[src/hdl/qoi_pkg.sv]
// Shared types, opcode constants and helper functions for the QOI chunk decoder.
// No dependencies; used by qoi_ctrl, qoi_datapath and qoi_chunk_decoder.
`default_nettype none

package qoi_pkg;

    localparam int CHUNK_MAX = 5;
    localparam int INDEX_DEPTH = 64;

    localparam logic [7:0] TAG_RGBA = 8'hFF;
    localparam logic [7:0] TAG_RGB  = 8'hFE;

    localparam logic [1:0] OP_INDEX = 2'b00;
    localparam logic [1:0] OP_DIFF  = 2'b01;
    localparam logic [1:0] OP_LUMA  = 2'b10;
    localparam logic [1:0] OP_RUN   = 2'b11;

    localparam logic [2:0] LEN_RGBA  = 3'd5;
    localparam logic [2:0] LEN_RGB   = 3'd4;
    localparam logic [2:0] LEN_LUMA  = 3'd2;
    localparam logic [2:0] LEN_SHORT = 3'd1;

    localparam logic [7:0] ALPHA_OPAQUE = 8'hFF;
    localparam logic [7:0] DIFF_BIAS    = 8'd2;
    localparam logic [7:0] LUMA_G_BIAS  = 8'd32;
    localparam logic [7:0] LUMA_RB_BIAS = 8'd8;

    typedef struct packed {
        logic [7:0] r;
        logic [7:0] g;
        logic [7:0] b;
        logic [7:0] a;
    } pixel_t;

    // controller -> datapath
    typedef struct packed {
        logic       capture;   // take data_byte into chunk slot
        logic [2:0] slot;
        logic       decode;    // build pixel from the completed chunk
        logic       emit;      // load output register with previous pixel
        logic       last;      // final pixel of this chunk
    } qoi_cmd_t;

    // datapath -> controller
    typedef struct packed {
        logic [2:0] byte_len;  // chunk length if data_byte opens a chunk
        logic [5:0] run_len;   // extra repeats of the decoded pixel
        logic       out_free;  // output register can take a beat
    } qoi_status_t;

    function automatic logic [2:0] chunk_len(input logic [7:0] first);
        logic [2:0] len;
        if (first == TAG_RGBA)
            len = LEN_RGBA;
        else if (first == TAG_RGB)
            len = LEN_RGB;
        else if (first[7:6] == OP_LUMA)
            len = LEN_LUMA;
        else
            len = LEN_SHORT;
        return len;
    endfunction

    // (3r + 5g + 7b + 11a) mod 64: only the low six bits of each channel matter
    function automatic logic [5:0] hash_slot(input pixel_t p);
        logic [5:0] s;
        s = 6'(p.r[5:0] * 6'd3) + 6'(p.g[5:0] * 6'd5)
          + 6'(p.b[5:0] * 6'd7) + 6'(p.a[5:0] * 6'd11);
        return s;
    endfunction

endpackage

`default_nettype wire

[src/hdl/qoi_ctrl.sv]
// Sequencer for the QOI chunk decoder: chunk assembly, decode and pixel emission.
// Depends on qoi_pkg; drives qoi_datapath through qoi_cmd_t.
`default_nettype none

module qoi_ctrl (
    input  wire logic                 clk,
    input  wire logic                 rst_n,
    input  wire logic                 in_valid,
    output logic                      in_stall,
    input  wire qoi_pkg::qoi_status_t st,
    output qoi_pkg::qoi_cmd_t         cmd
);

    typedef enum logic [1:0] {
        S_COLLECT,
        S_DECODE,
        S_EMIT
    } state_t;

    state_t     state_reg, state_next;
    logic [2:0] fill_reg, fill_next;
    logic [2:0] len_reg, len_next;
    logic [5:0] run_reg, run_next;

    logic       accept;
    logic [2:0] fill_inc;
    logic [2:0] cur_len;

    assign accept   = in_valid && !in_stall;
    assign fill_inc = fill_reg + 3'd1;
    assign cur_len  = (fill_reg == 3'd0) ? st.byte_len : len_reg;

    always_comb
    begin
        state_next = state_reg;
        fill_next  = fill_reg;
        len_next   = len_reg;
        run_next   = run_reg;
        in_stall   = 1'b1;
        cmd        = '0;
        cmd.slot   = fill_reg;
        cmd.last   = (run_reg == 6'd0);

        unique case (state_reg)
            S_COLLECT:
            begin
                in_stall    = 1'b0;
                cmd.capture = accept;
                if (accept)
                begin
                    len_next = cur_len;
                    if (fill_inc >= cur_len)
                    begin
                        fill_next  = 3'd0;
                        state_next = S_DECODE;
                    end
                    else
                    begin
                        fill_next = fill_inc;
                    end
                end
            end
            S_DECODE:
            begin
                cmd.decode = 1'b1;
                run_next   = st.run_len;
                state_next = S_EMIT;
            end
            S_EMIT:
            begin
                cmd.emit = st.out_free;
                if (st.out_free)
                begin
                    if (run_reg == 6'd0)
                        state_next = S_COLLECT;
                    else
                        run_next = run_reg - 6'd1;
                end
            end
            default:
            begin
                state_next = S_COLLECT;
            end
        endcase
    end

    always_ff @(posedge clk or negedge rst_n)
    begin
        if (!rst_n)
        begin
            state_reg <= S_COLLECT;
            fill_reg  <= 3'd0;
            len_reg   <= 3'd0;
            run_reg   <= 6'd0;
        end
        else
        begin
            state_reg <= state_next;
            fill_reg  <= fill_next;
            len_reg   <= len_next;
            run_reg   <= run_next;
        end
    end

    a_fill_range: assert property (@(posedge clk) disable iff (!rst_n)
        fill_reg < 3'(qoi_pkg::CHUNK_MAX))
        else $error("chunk fill beyond chunk store");

    a_decode_once: assert property (@(posedge clk) disable iff (!rst_n)
        cmd.decode |=> !cmd.decode && !cmd.capture)
        else $error("decode not followed by emission");

    a_no_capture_mid_chunk_emit: assert property (@(posedge clk) disable iff (!rst_n)
        (cmd.emit && !cmd.last) |=> !cmd.capture)
        else $error("byte taken before run finished");

endmodule

`default_nettype wire

[src/hdl/qoi_datapath.sv]
// Datapath of the QOI chunk decoder: chunk store, pixel arithmetic, color index
// memory with valid bits, pixel countdown and output register. Depends on qoi_pkg.
`default_nettype none

module qoi_datapath (
    input  wire logic                 clk,
    input  wire logic                 rst_n,
    input  wire logic [7:0]           data_byte,
    input  wire logic                 cfg_wr_en,
    input  wire logic [31:0]          cfg_wr_data,
    input  wire qoi_pkg::qoi_cmd_t    cmd,
    output qoi_pkg::qoi_status_t      st,
    input  wire logic                 out_stall,
    output logic                      out_valid,
    output logic [7:0]                red,
    output logic [7:0]                green,
    output logic [7:0]                blue,
    output logic [7:0]                alpha,
    output logic                      last_of_burst,
    output logic                      image_done
);

    logic [7:0]       chunk_reg [qoi_pkg::CHUNK_MAX];
    qoi_pkg::pixel_t  prev_reg, px_next;
    logic             store;

    // color index: memory plus per-entry valid bits (unwritten entries read zero)
    logic [31:0]                        cidx_mem [qoi_pkg::INDEX_DEPTH];
    logic [qoi_pkg::INDEX_DEPTH-1:0]    valid_reg;
    logic [31:0]                        rd_data_reg;
    logic                               rd_valid_reg;
    logic [5:0]                         wr_addr;
    logic                               mem_wr;

    logic [31:0] remaining_reg, remaining_next;

    logic            out_valid_reg;
    qoi_pkg::pixel_t out_px_reg;
    logic            out_last_reg;
    logic            out_done_reg;

    logic [7:0] hdr;
    logic [7:0] dg;

    assign hdr = chunk_reg[0];
    assign dg  = {2'b00, hdr[5:0]} - qoi_pkg::LUMA_G_BIAS;

    always_comb
    begin
        px_next = prev_reg;
        store   = 1'b1;
        if (hdr == qoi_pkg::TAG_RGBA)
        begin
            px_next = {chunk_reg[1], chunk_reg[2], chunk_reg[3], chunk_reg[4]};
        end
        else if (hdr == qoi_pkg::TAG_RGB)
        begin
            px_next = {chunk_reg[1], chunk_reg[2], chunk_reg[3], prev_reg.a};
        end
        else
        begin
            unique case (hdr[7:6])
                qoi_pkg::OP_INDEX:
                begin
                    px_next = rd_valid_reg ? qoi_pkg::pixel_t'(rd_data_reg) : '0;
                    store   = 1'b0;
                end
                qoi_pkg::OP_DIFF:
                begin
                    px_next.r = prev_reg.r + {6'b0, hdr[5:4]} - qoi_pkg::DIFF_BIAS;
                    px_next.g = prev_reg.g + {6'b0, hdr[3:2]} - qoi_pkg::DIFF_BIAS;
                    px_next.b = prev_reg.b + {6'b0, hdr[1:0]} - qoi_pkg::DIFF_BIAS;
                end
                qoi_pkg::OP_LUMA:
                begin
                    px_next.g = prev_reg.g + dg;
                    px_next.r = prev_reg.r + dg + {4'b0, chunk_reg[1][7:4]}
                              - qoi_pkg::LUMA_RB_BIAS;
                    px_next.b = prev_reg.b + dg + {4'b0, chunk_reg[1][3:0]}
                              - qoi_pkg::LUMA_RB_BIAS;
                end
                qoi_pkg::OP_RUN:
                begin
                    store = 1'b0;
                end
                default:
                begin
                    store = 1'b0;
                end
            endcase
        end
    end

    assign mem_wr  = cmd.decode && store;
    assign wr_addr = qoi_pkg::hash_slot(px_next);

    always_comb
    begin
        st.byte_len = qoi_pkg::chunk_len(data_byte);
        st.run_len  = (hdr[7:6] == qoi_pkg::OP_RUN && hdr != qoi_pkg::TAG_RGBA
                       && hdr != qoi_pkg::TAG_RGB) ? hdr[5:0] : 6'd0;
        st.out_free = !out_valid_reg || !out_stall;
    end

    assign remaining_next = (remaining_reg == 32'd0) ? 32'd0 : remaining_reg - 32'd1;

    // chunk store, index table, table read data and output pixel fields: no reset needed
    always_ff @(posedge clk)
    begin
        if (cmd.capture)
        begin
            chunk_reg[cmd.slot] <= data_byte;
            // speculative read: only used when this byte is an INDEX header
            rd_data_reg <= cidx_mem[data_byte[5:0]];
        end
        if (mem_wr)
            cidx_mem[wr_addr] <= px_next;
        if (cmd.emit)
        begin
            out_px_reg   <= prev_reg;
            out_last_reg <= cmd.last;
            out_done_reg <= (remaining_next == 32'd0);
        end
    end

    always_ff @(posedge clk or negedge rst_n)
    begin
        if (!rst_n)
        begin
            valid_reg     <= '0;
            rd_valid_reg  <= 1'b0;
            prev_reg      <= {8'd0, 8'd0, 8'd0, qoi_pkg::ALPHA_OPAQUE};
            remaining_reg <= 32'd0;
            out_valid_reg <= 1'b0;
        end
        else
        begin
            if (cmd.capture)
                rd_valid_reg <= valid_reg[data_byte[5:0]];
            if (mem_wr)
                valid_reg[wr_addr] <= 1'b1;
            if (cmd.decode)
                prev_reg <= px_next;
            if (cfg_wr_en)
                remaining_reg <= cfg_wr_data;
            else if (cmd.emit)
                remaining_reg <= remaining_next;
            if (cmd.emit)
                out_valid_reg <= 1'b1;
            else if (!out_stall)
                out_valid_reg <= 1'b0;
        end
    end

    assign out_valid     = out_valid_reg;
    assign red           = out_px_reg.r;
    assign green         = out_px_reg.g;
    assign blue          = out_px_reg.b;
    assign alpha         = out_px_reg.a;
    assign last_of_burst = out_last_reg;
    assign image_done    = out_done_reg;

    a_no_overwrite: assert property (@(posedge clk) disable iff (!rst_n)
        (out_valid_reg && out_stall) |-> !cmd.emit)
        else $error("held output beat overwritten");

    a_countdown: assert property (@(posedge clk) disable iff (!rst_n)
        !cfg_wr_en |=> remaining_reg <= $past(remaining_reg))
        else $error("pixel countdown increased without config write");

    a_no_rw_clash: assert property (@(posedge clk) disable iff (!rst_n)
        !(mem_wr && cmd.capture))
        else $error("index table written during byte capture");

endmodule

`default_nettype wire

[src/hdl/qoi_chunk_decoder.sv]
// QOI chunk decoder top level: joins the qoi_ctrl sequencer and qoi_datapath.
// Depends on qoi_pkg, qoi_ctrl and qoi_datapath.
//
// Input channel: one compressed byte per beat on data_byte (in_valid / in_stall).
// Output channel: one decoded pixel per beat on red/green/blue/alpha with
// last_of_burst on the final pixel of a chunk and image_done once the pixel
// countdown is at zero (out_valid / out_stall).
// Config: cfg_wr_en with cfg_wr_data loads the image pixel count; write only
// while the decoder is idle.
// Timing: bytes that do not complete a chunk are taken one per cycle. The byte
// that completes a chunk is followed by a decode step, then emission of its
// pixels (a single pixel, or up to 62 for a run) while in_stall is high. The
// completing byte enters the chunk store, the decode step writes the previous
// pixel register and each emit loads the output register from that register.
// The output register lets the next byte be taken while the last pixel waits.
// Stalling the output holds the current pixel and pauses emission.
// Reset clears the index table valid bits, sets the previous pixel to opaque
// black and the pixel countdown to zero; no clearing pass is needed.
`default_nettype none

module qoi_chunk_decoder (
    input  wire logic        clk,
    input  wire logic        rst_n,
    input  wire logic        cfg_wr_en,
    input  wire logic [31:0] cfg_wr_data,
    input  wire logic        in_valid,
    output logic             in_stall,
    input  wire logic [7:0]  data_byte,
    output logic             out_valid,
    input  wire logic        out_stall,
    output logic [7:0]       red,
    output logic [7:0]       green,
    output logic [7:0]       blue,
    output logic [7:0]       alpha,
    output logic             last_of_burst,
    output logic             image_done
);

    qoi_pkg::qoi_cmd_t    cmd;
    qoi_pkg::qoi_status_t st;

    qoi_ctrl u_ctrl (
        .clk      (clk),
        .rst_n    (rst_n),
        .in_valid (in_valid),
        .in_stall (in_stall),
        .st       (st),
        .cmd      (cmd)
    );

    qoi_datapath u_datapath (
        .clk           (clk),
        .rst_n         (rst_n),
        .data_byte     (data_byte),
        .cfg_wr_en     (cfg_wr_en),
        .cfg_wr_data   (cfg_wr_data),
        .cmd           (cmd),
        .st            (st),
        .out_stall     (out_stall),
        .out_valid     (out_valid),
        .red           (red),
        .green         (green),
        .blue          (blue),
        .alpha         (alpha),
        .last_of_burst (last_of_burst),
        .image_done    (image_done)
    );

endmodule

`default_nettype wire

[config.mk]
export PLATFORM = sky130hd
export DESIGN_NAME = qoi_chunk_decoder
export DESIGN_NICKNAME = d
export VERILOG_FILES = /design/src/hdl/qoi_pkg.sv /design/src/hdl/qoi_ctrl.sv /design/src/hdl/qoi_datapath.sv /design/src/hdl/qoi_chunk_decoder.sv
export SDC_FILE = /design/constraint.sdc
export NUM_CORES = 2
export LEC_CHECK = 0
export BUFFER_PORTS_ARGS = -buffer_cell sky130_fd_sc_hd__buf_4
export CORE_UTILIZATION = 30
export DETAILED_ROUTE_END_ITERATION = 12
export GPL_TIMING_DRIVEN = 0
export PLACE_DENSITY = 0.48
export SLEW_MARGIN = 15
export SYNTH_ARGS = -nofsm -noshare
export SYNTH_HDL_FRONTEND = slang
export SYNTH_SLANG_ARGS = --single-unit
[constraint.sdc]
create_clock -name clk -period 14.5 [get_ports clk]
set_clock_uncertainty 0.2 [all_clocks]
set_input_delay 0 -clock clk [delete_from_list [all_inputs] [get_ports clk]]
set_output_delay 0 -clock clk [all_outputs]
set_load 0.005 [all_outputs]
# == Word level (Yosys, flattened, before mapping) ==
# Memory sizes are Yosys's and may differ from the RTL's. A register that Yosys moved wholly into a read port is not among the register bits.
# Index checks and enable logic that the tools add are counted.
# word_totals
reg_bits,178
memories,2
output_inout_bits,36
ramBits,2088
inputBits,45
word_cells,126
romBits,0
latchBits,0
# classes
order_cmp,4
n_eq_ne,18
div_mod_pow,0
muxes,39
multipliers,4
shifts,0
bitwise_logic,1
n_reduce_logical,20
addsub,20
# memory_table
memory,words,width,read_ports,rd_clocked_by_memory_dff,write_ports,line,source
u_datapath.cidx_mem,64,32,1,1,1,qoi_datapath.sv:28,logic [31:0] cidx_mem [qoi_pkg::INDEX_DEPTH];
u_datapath.chunk_reg,5,8,5,0,1,qoi_datapath.sv:23,logic [7:0] chunk_reg [qoi_pkg::CHUNK_MAX];
# ops
cell,count
$mux W32,6
$pmux W24 S3,1
$logic_not A32 Y1,2
$or A64 B64 Y64,1
$eq A8 B8 Y1 const B,4
$sub A32 B1 Y32 const B,1
$add A8 B2 Y8,3
$add A8 B8 Y8,3
$sub A8 B2 Y8 const B,3
$add A6 B6 Y6,3
$mux W6,3
$add A8 B4 Y8,2
$ne A8 B8 Y1 const B,2
$sub A8 B4 Y8 const B,2
$mux W1,15
$lt A6 B7 Y1 const B,2
$mul A6 B3 Y6 const B,2
$mux W3,4
$pmux W6 S2,1
$mux W2,5
$eq A2 B2 Y1 const B,4
$mux W8,1
$ne A2 B1 Y1 const B,4
$sub A6 B6 Y7 const B,1
22 further kinds,31

# == Logic depth before layout (Yosys ltp) ==
# An unclocked memory read counts as a cell.
# depth
ltp_word,17
ltp_mapped,29
ltp_nobuf,28

# == By module ==
# A second synthesis with hierarchy kept.
# unflattened
hier_cells,4330
area_unflattened_um2,92503.7
# modules_own_cells
mod,n_inst,area_per_inst_um2,cells_each,seq_area_each_um2
qoi_datapath,1,91581.6,4234,67945.2
qoi_ctrl,1,922.1,96,350.3

# == Worst setup path before layout ==
# OpenSTA, ideal clock, no wires.
# synth_timing
path_kind,flip-flop to flip-flop
startpoint,mem u_datapath.chunk_reg[0][6]
endpoint,"mem u_datapath.cidx_mem[0][0], enable pin"
arrival_ns,9.986
slack_ns,3.892
setup_ns,0.421
period_less_slack_ns,10.608
stages_incl_launch_ff,25
required_ns,13.879
n_path_buf,4
path_cell_list,edfxtp_1 -> ha_1 -> nand4_4 -> or2_1 -> buf_4 -> clkbuf_1 -> buf_1 -> o21ai_0 -> fa_1 -> inv_1 -> fa_1 -> fa_1 -> fa_1 -> inv_1 -> ha_1 -> a21o_1 -> a21oi_1 -> xnor2_1 -> xnor2_1 -> xnor3_1 -> xnor2_2 -> xnor2_4 -> xnor2_4 -> buf_8 -> nor2_1
# synth_lines
element,line
"start, declared",qoi_datapath.sv:23
"end, declared",qoi_datapath.sv:28

==> reports/qor.csv <==
stage,metric,value,unit
layout,Final Util,36.7,%
worst_setup_path,Crit Path Class,register to register,
worst_setup_path,CP max stage delay,0.66,ns
clock_network,Post-CTS Setup Inserts,0,
worst_hold_path,Hold Path Class,input port to register,
logic_synthesis,"flops & latches, synth",2298,
logic_synthesis,Mean Syn Cell Area,21.3,um2
worst_setup_path,crit-path max FO,65,
clock_network,CTS tree,built,
logic_synthesis,Synth area leaders,"edfxtp_1 (70%), mux4_2 (17%), dfrtp_1 (3.7%)",
die,Initial Utilization,30.2,%
layout,fill count,27800,
clock_network,clk_lat worst skew,0.89,ns
detailed_routing,Routed WL per cell,30.1,um
sta,RSZ-0062 raised after global routing,no,
global_routing,met3 Use GR,3.23,%
sta,Min Hold Slack,0.104,ns
logic_synthesis,sequential cell area fraction in the yosys report,74.0,%
die,Die Y,557,um
global_routing,met2 Track Usage GR,28.0,%
worst_setup_path,CP startpoint kind,register,
sta,Max Transition Viols Final,0,
die,I/O pins,81,
sta,setup violators final,0,
logic_synthesis,"count leader, synth",edfxtp_1,
job,max_cap viols,0,
sta,f_max,0.0960,GHz
clock_network,Clock Tree Buf Depth,3,
logic_synthesis,post-synth cell types,76,
layout,share of cells above drive strength 1,29.1,%
clock_network,clk slew on worst S/H paths,0.06,ns
detailed_routing,antenna-violating nets left,0,
logic_synthesis,Most used DFF post-synth,edfxtp_1,
detailed_routing,# DRC,0,
layout,Final Net Count,5141,
worst_setup_path,Worst Path Required,14.86,ns
detailed_routing,Avg Vias per Cell,5.12,
global_routing,first-pass GRT wire length,389000,um
detailed_routing,DR pass1 iterations,6,
worst_setup_path,most numerous cell on the critical path,fa_1,
logic_synthesis,share of the synthesized area in the top cell type,70.1,%
layout,area delta synth->final,21.7,%
logic_synthesis,Post-synth ARST share,6.27,%
worst_setup_path,CP max-delay cell,inv_4,
placed_design,# port buffers,79,
logic_synthesis,Syn Inst Count,4327,
sta,final worst path period share,71.8,%
die,total core area,306000,um2
sta,Worst Slack Setup Final,4.08,ns
placed_design,post-DP HPWL,190000,um
die,die width,557,um
global_routing,met1 Resource Use GR,25.9,%
logic_synthesis,Commonest cells post-synth,"edfxtp_1 (2154), mux4_2 (680), dfrtp_1 (136), nand2_1 (132), nor2_1 (131)",
worst_setup_path,Worst Path Arrival,10.78,ns
clock_network,total CTS buffers,236,
die,DIE AREA,310000,um2
global_routing,GRT busiest layer,met2,
sta,final hold vios,0,
global_routing,total grt overflow,0,
sta,Worst-Margin Slew,1.32,ns
logic_synthesis,Syn Nets,4506,
global_routing,initial antenna violation count,38,
clock_network,clk root buf,clkbuf_16,
global_routing,vias in the first global route,48000,
die,site row count,203,
layout,max FFs per register,2048,
global_routing,GRT Overall Usage,18.0,%
run_status,run status,completed,
detailed_routing,Routed WL,279000,um
sta,min Tclk post-route,10.42,ns
global_routing,largest net degree at the start of global routing,89,
logic_synthesis,"EDFF count, synth",2154,
placed_design,gpl congestion,0.866,
sta,Rel. slew slack,9.78,%
logic_synthesis,Ys Warns,0,
detailed_routing,DR iter-0 viols,5664,
placed_design,pre-CTS WS,4.20,ns
clock_network,CTS sink cnt,2298,
clock_network,htree depth,4,
logic_synthesis,Synth Cell Area,92300,um2
detailed_routing,via count,47500,
logic_synthesis,most area-hungry cell type in the Yosys netlist,edfxtp_1,
worst_setup_path,crit end category,register,
## layer usage
layer	wire, um	vias up
met3	19300	346
met2	129000	1826
met1	124000	26100
met5	12	-
met4	6470	2
li1	-	19300
## layout by cell type (no fill, tap or decap), drive strengths merged, types with 37 or more instances in the layout
master and count:
ha 97, o21ai 99, mux4 680, dlygate4sd3 147, o21bai 70, inv 132, dfrtp 136, nor2 131
clkinv 114, xnor2 48, fa 37, edfxtp 2154, buf 340, clkbuf 422, nand2 132, a21oi 85
## repair_timing
item | 4_1_cts | 5_1_grt
endpoints found under the hold margin | 268 | 0
hold buffers | 148 | 0
endpoints found under the setup margin | 0 | 0
resized for setup | 0 | 0
## critical path, delay by kind of cell (launching register included)
kind / cells / cell delay, ns
AOI/OAI and AO/OA: 5 / 1.30
xor gates and xnor gates: 6 / 1.49
adders and majority gates: 7 / 2.75
buffers and inverters: 10 / 3.08
DFF: 1 / 0.45
and+or+nand+nor: 2 / 0.73
## cells by family (layout without fill, tap and decap cells)
kind of cell	count (synthesis)	count (layout)	share of synthesized area [%]
adders and majority gates	134	134	2.12
AOI/OAI and AO/OA	365	365	2.59
buffers and inverters	350	1191	1.55
xor gates and xnor gates	66	66	0.718
DFF	2298	2298	74.0
muxes	725	725	17.1
and+or+nand+nor	389	389	1.92
other	0	8	0
## layout make-up
type	instances	area, um2	area share (%)
repair buffers	397	6090	5.42
multi-input cells	1679	23300	20.8
well taps	4100	5130	4.57
flip-flops and latches	2298	68300	60.8
clock buffers	291	6210	5.53
plain buffers	221	1010	0.895
clock inverters	153	1800	1.60
diodes	8	20.0	0.0178
inverters	129	489	0.435
## final timing paths
check / startpoint / to / slack (ns) / cells past startpoint
worst max register to register: u_datapath.chunk_reg[0][6] / u_datapath.cidx_mem[34][27] / 4.08 / 30
worst min register to register: u_datapath.valid_reg[11] / u_datapath.valid_reg[11] / 0.28 / 1
min in group asynchronous: rst_n / u_datapath.out_valid / 0.59 / 5
max in group asynchronous: rst_n / u_datapath.valid_reg[8] / 12.62 / 6
worst min-delay path: in_valid / u_ctrl.fill_reg[2] / 0.10 / 6
worst max-delay path: u_datapath.chunk_reg[0][6] / u_datapath.cidx_mem[34][27] / 4.08 / 30
## metrics by stage
stage	setup TNS (ns)	cell area (um2)	instances
3_5_place_dp	0	103000	8675
2_1_floorplan	0	92300	4327
5_1_grt	0	112000	9268
3_3_place_gp	-7645.61	98000	8506
4_1_cts	0	112000	9267
6_report	0	112000	9276
Power is not shown: default switching activity piles up to over one toggle a cycle in this logic, so the estimate is an artifact.
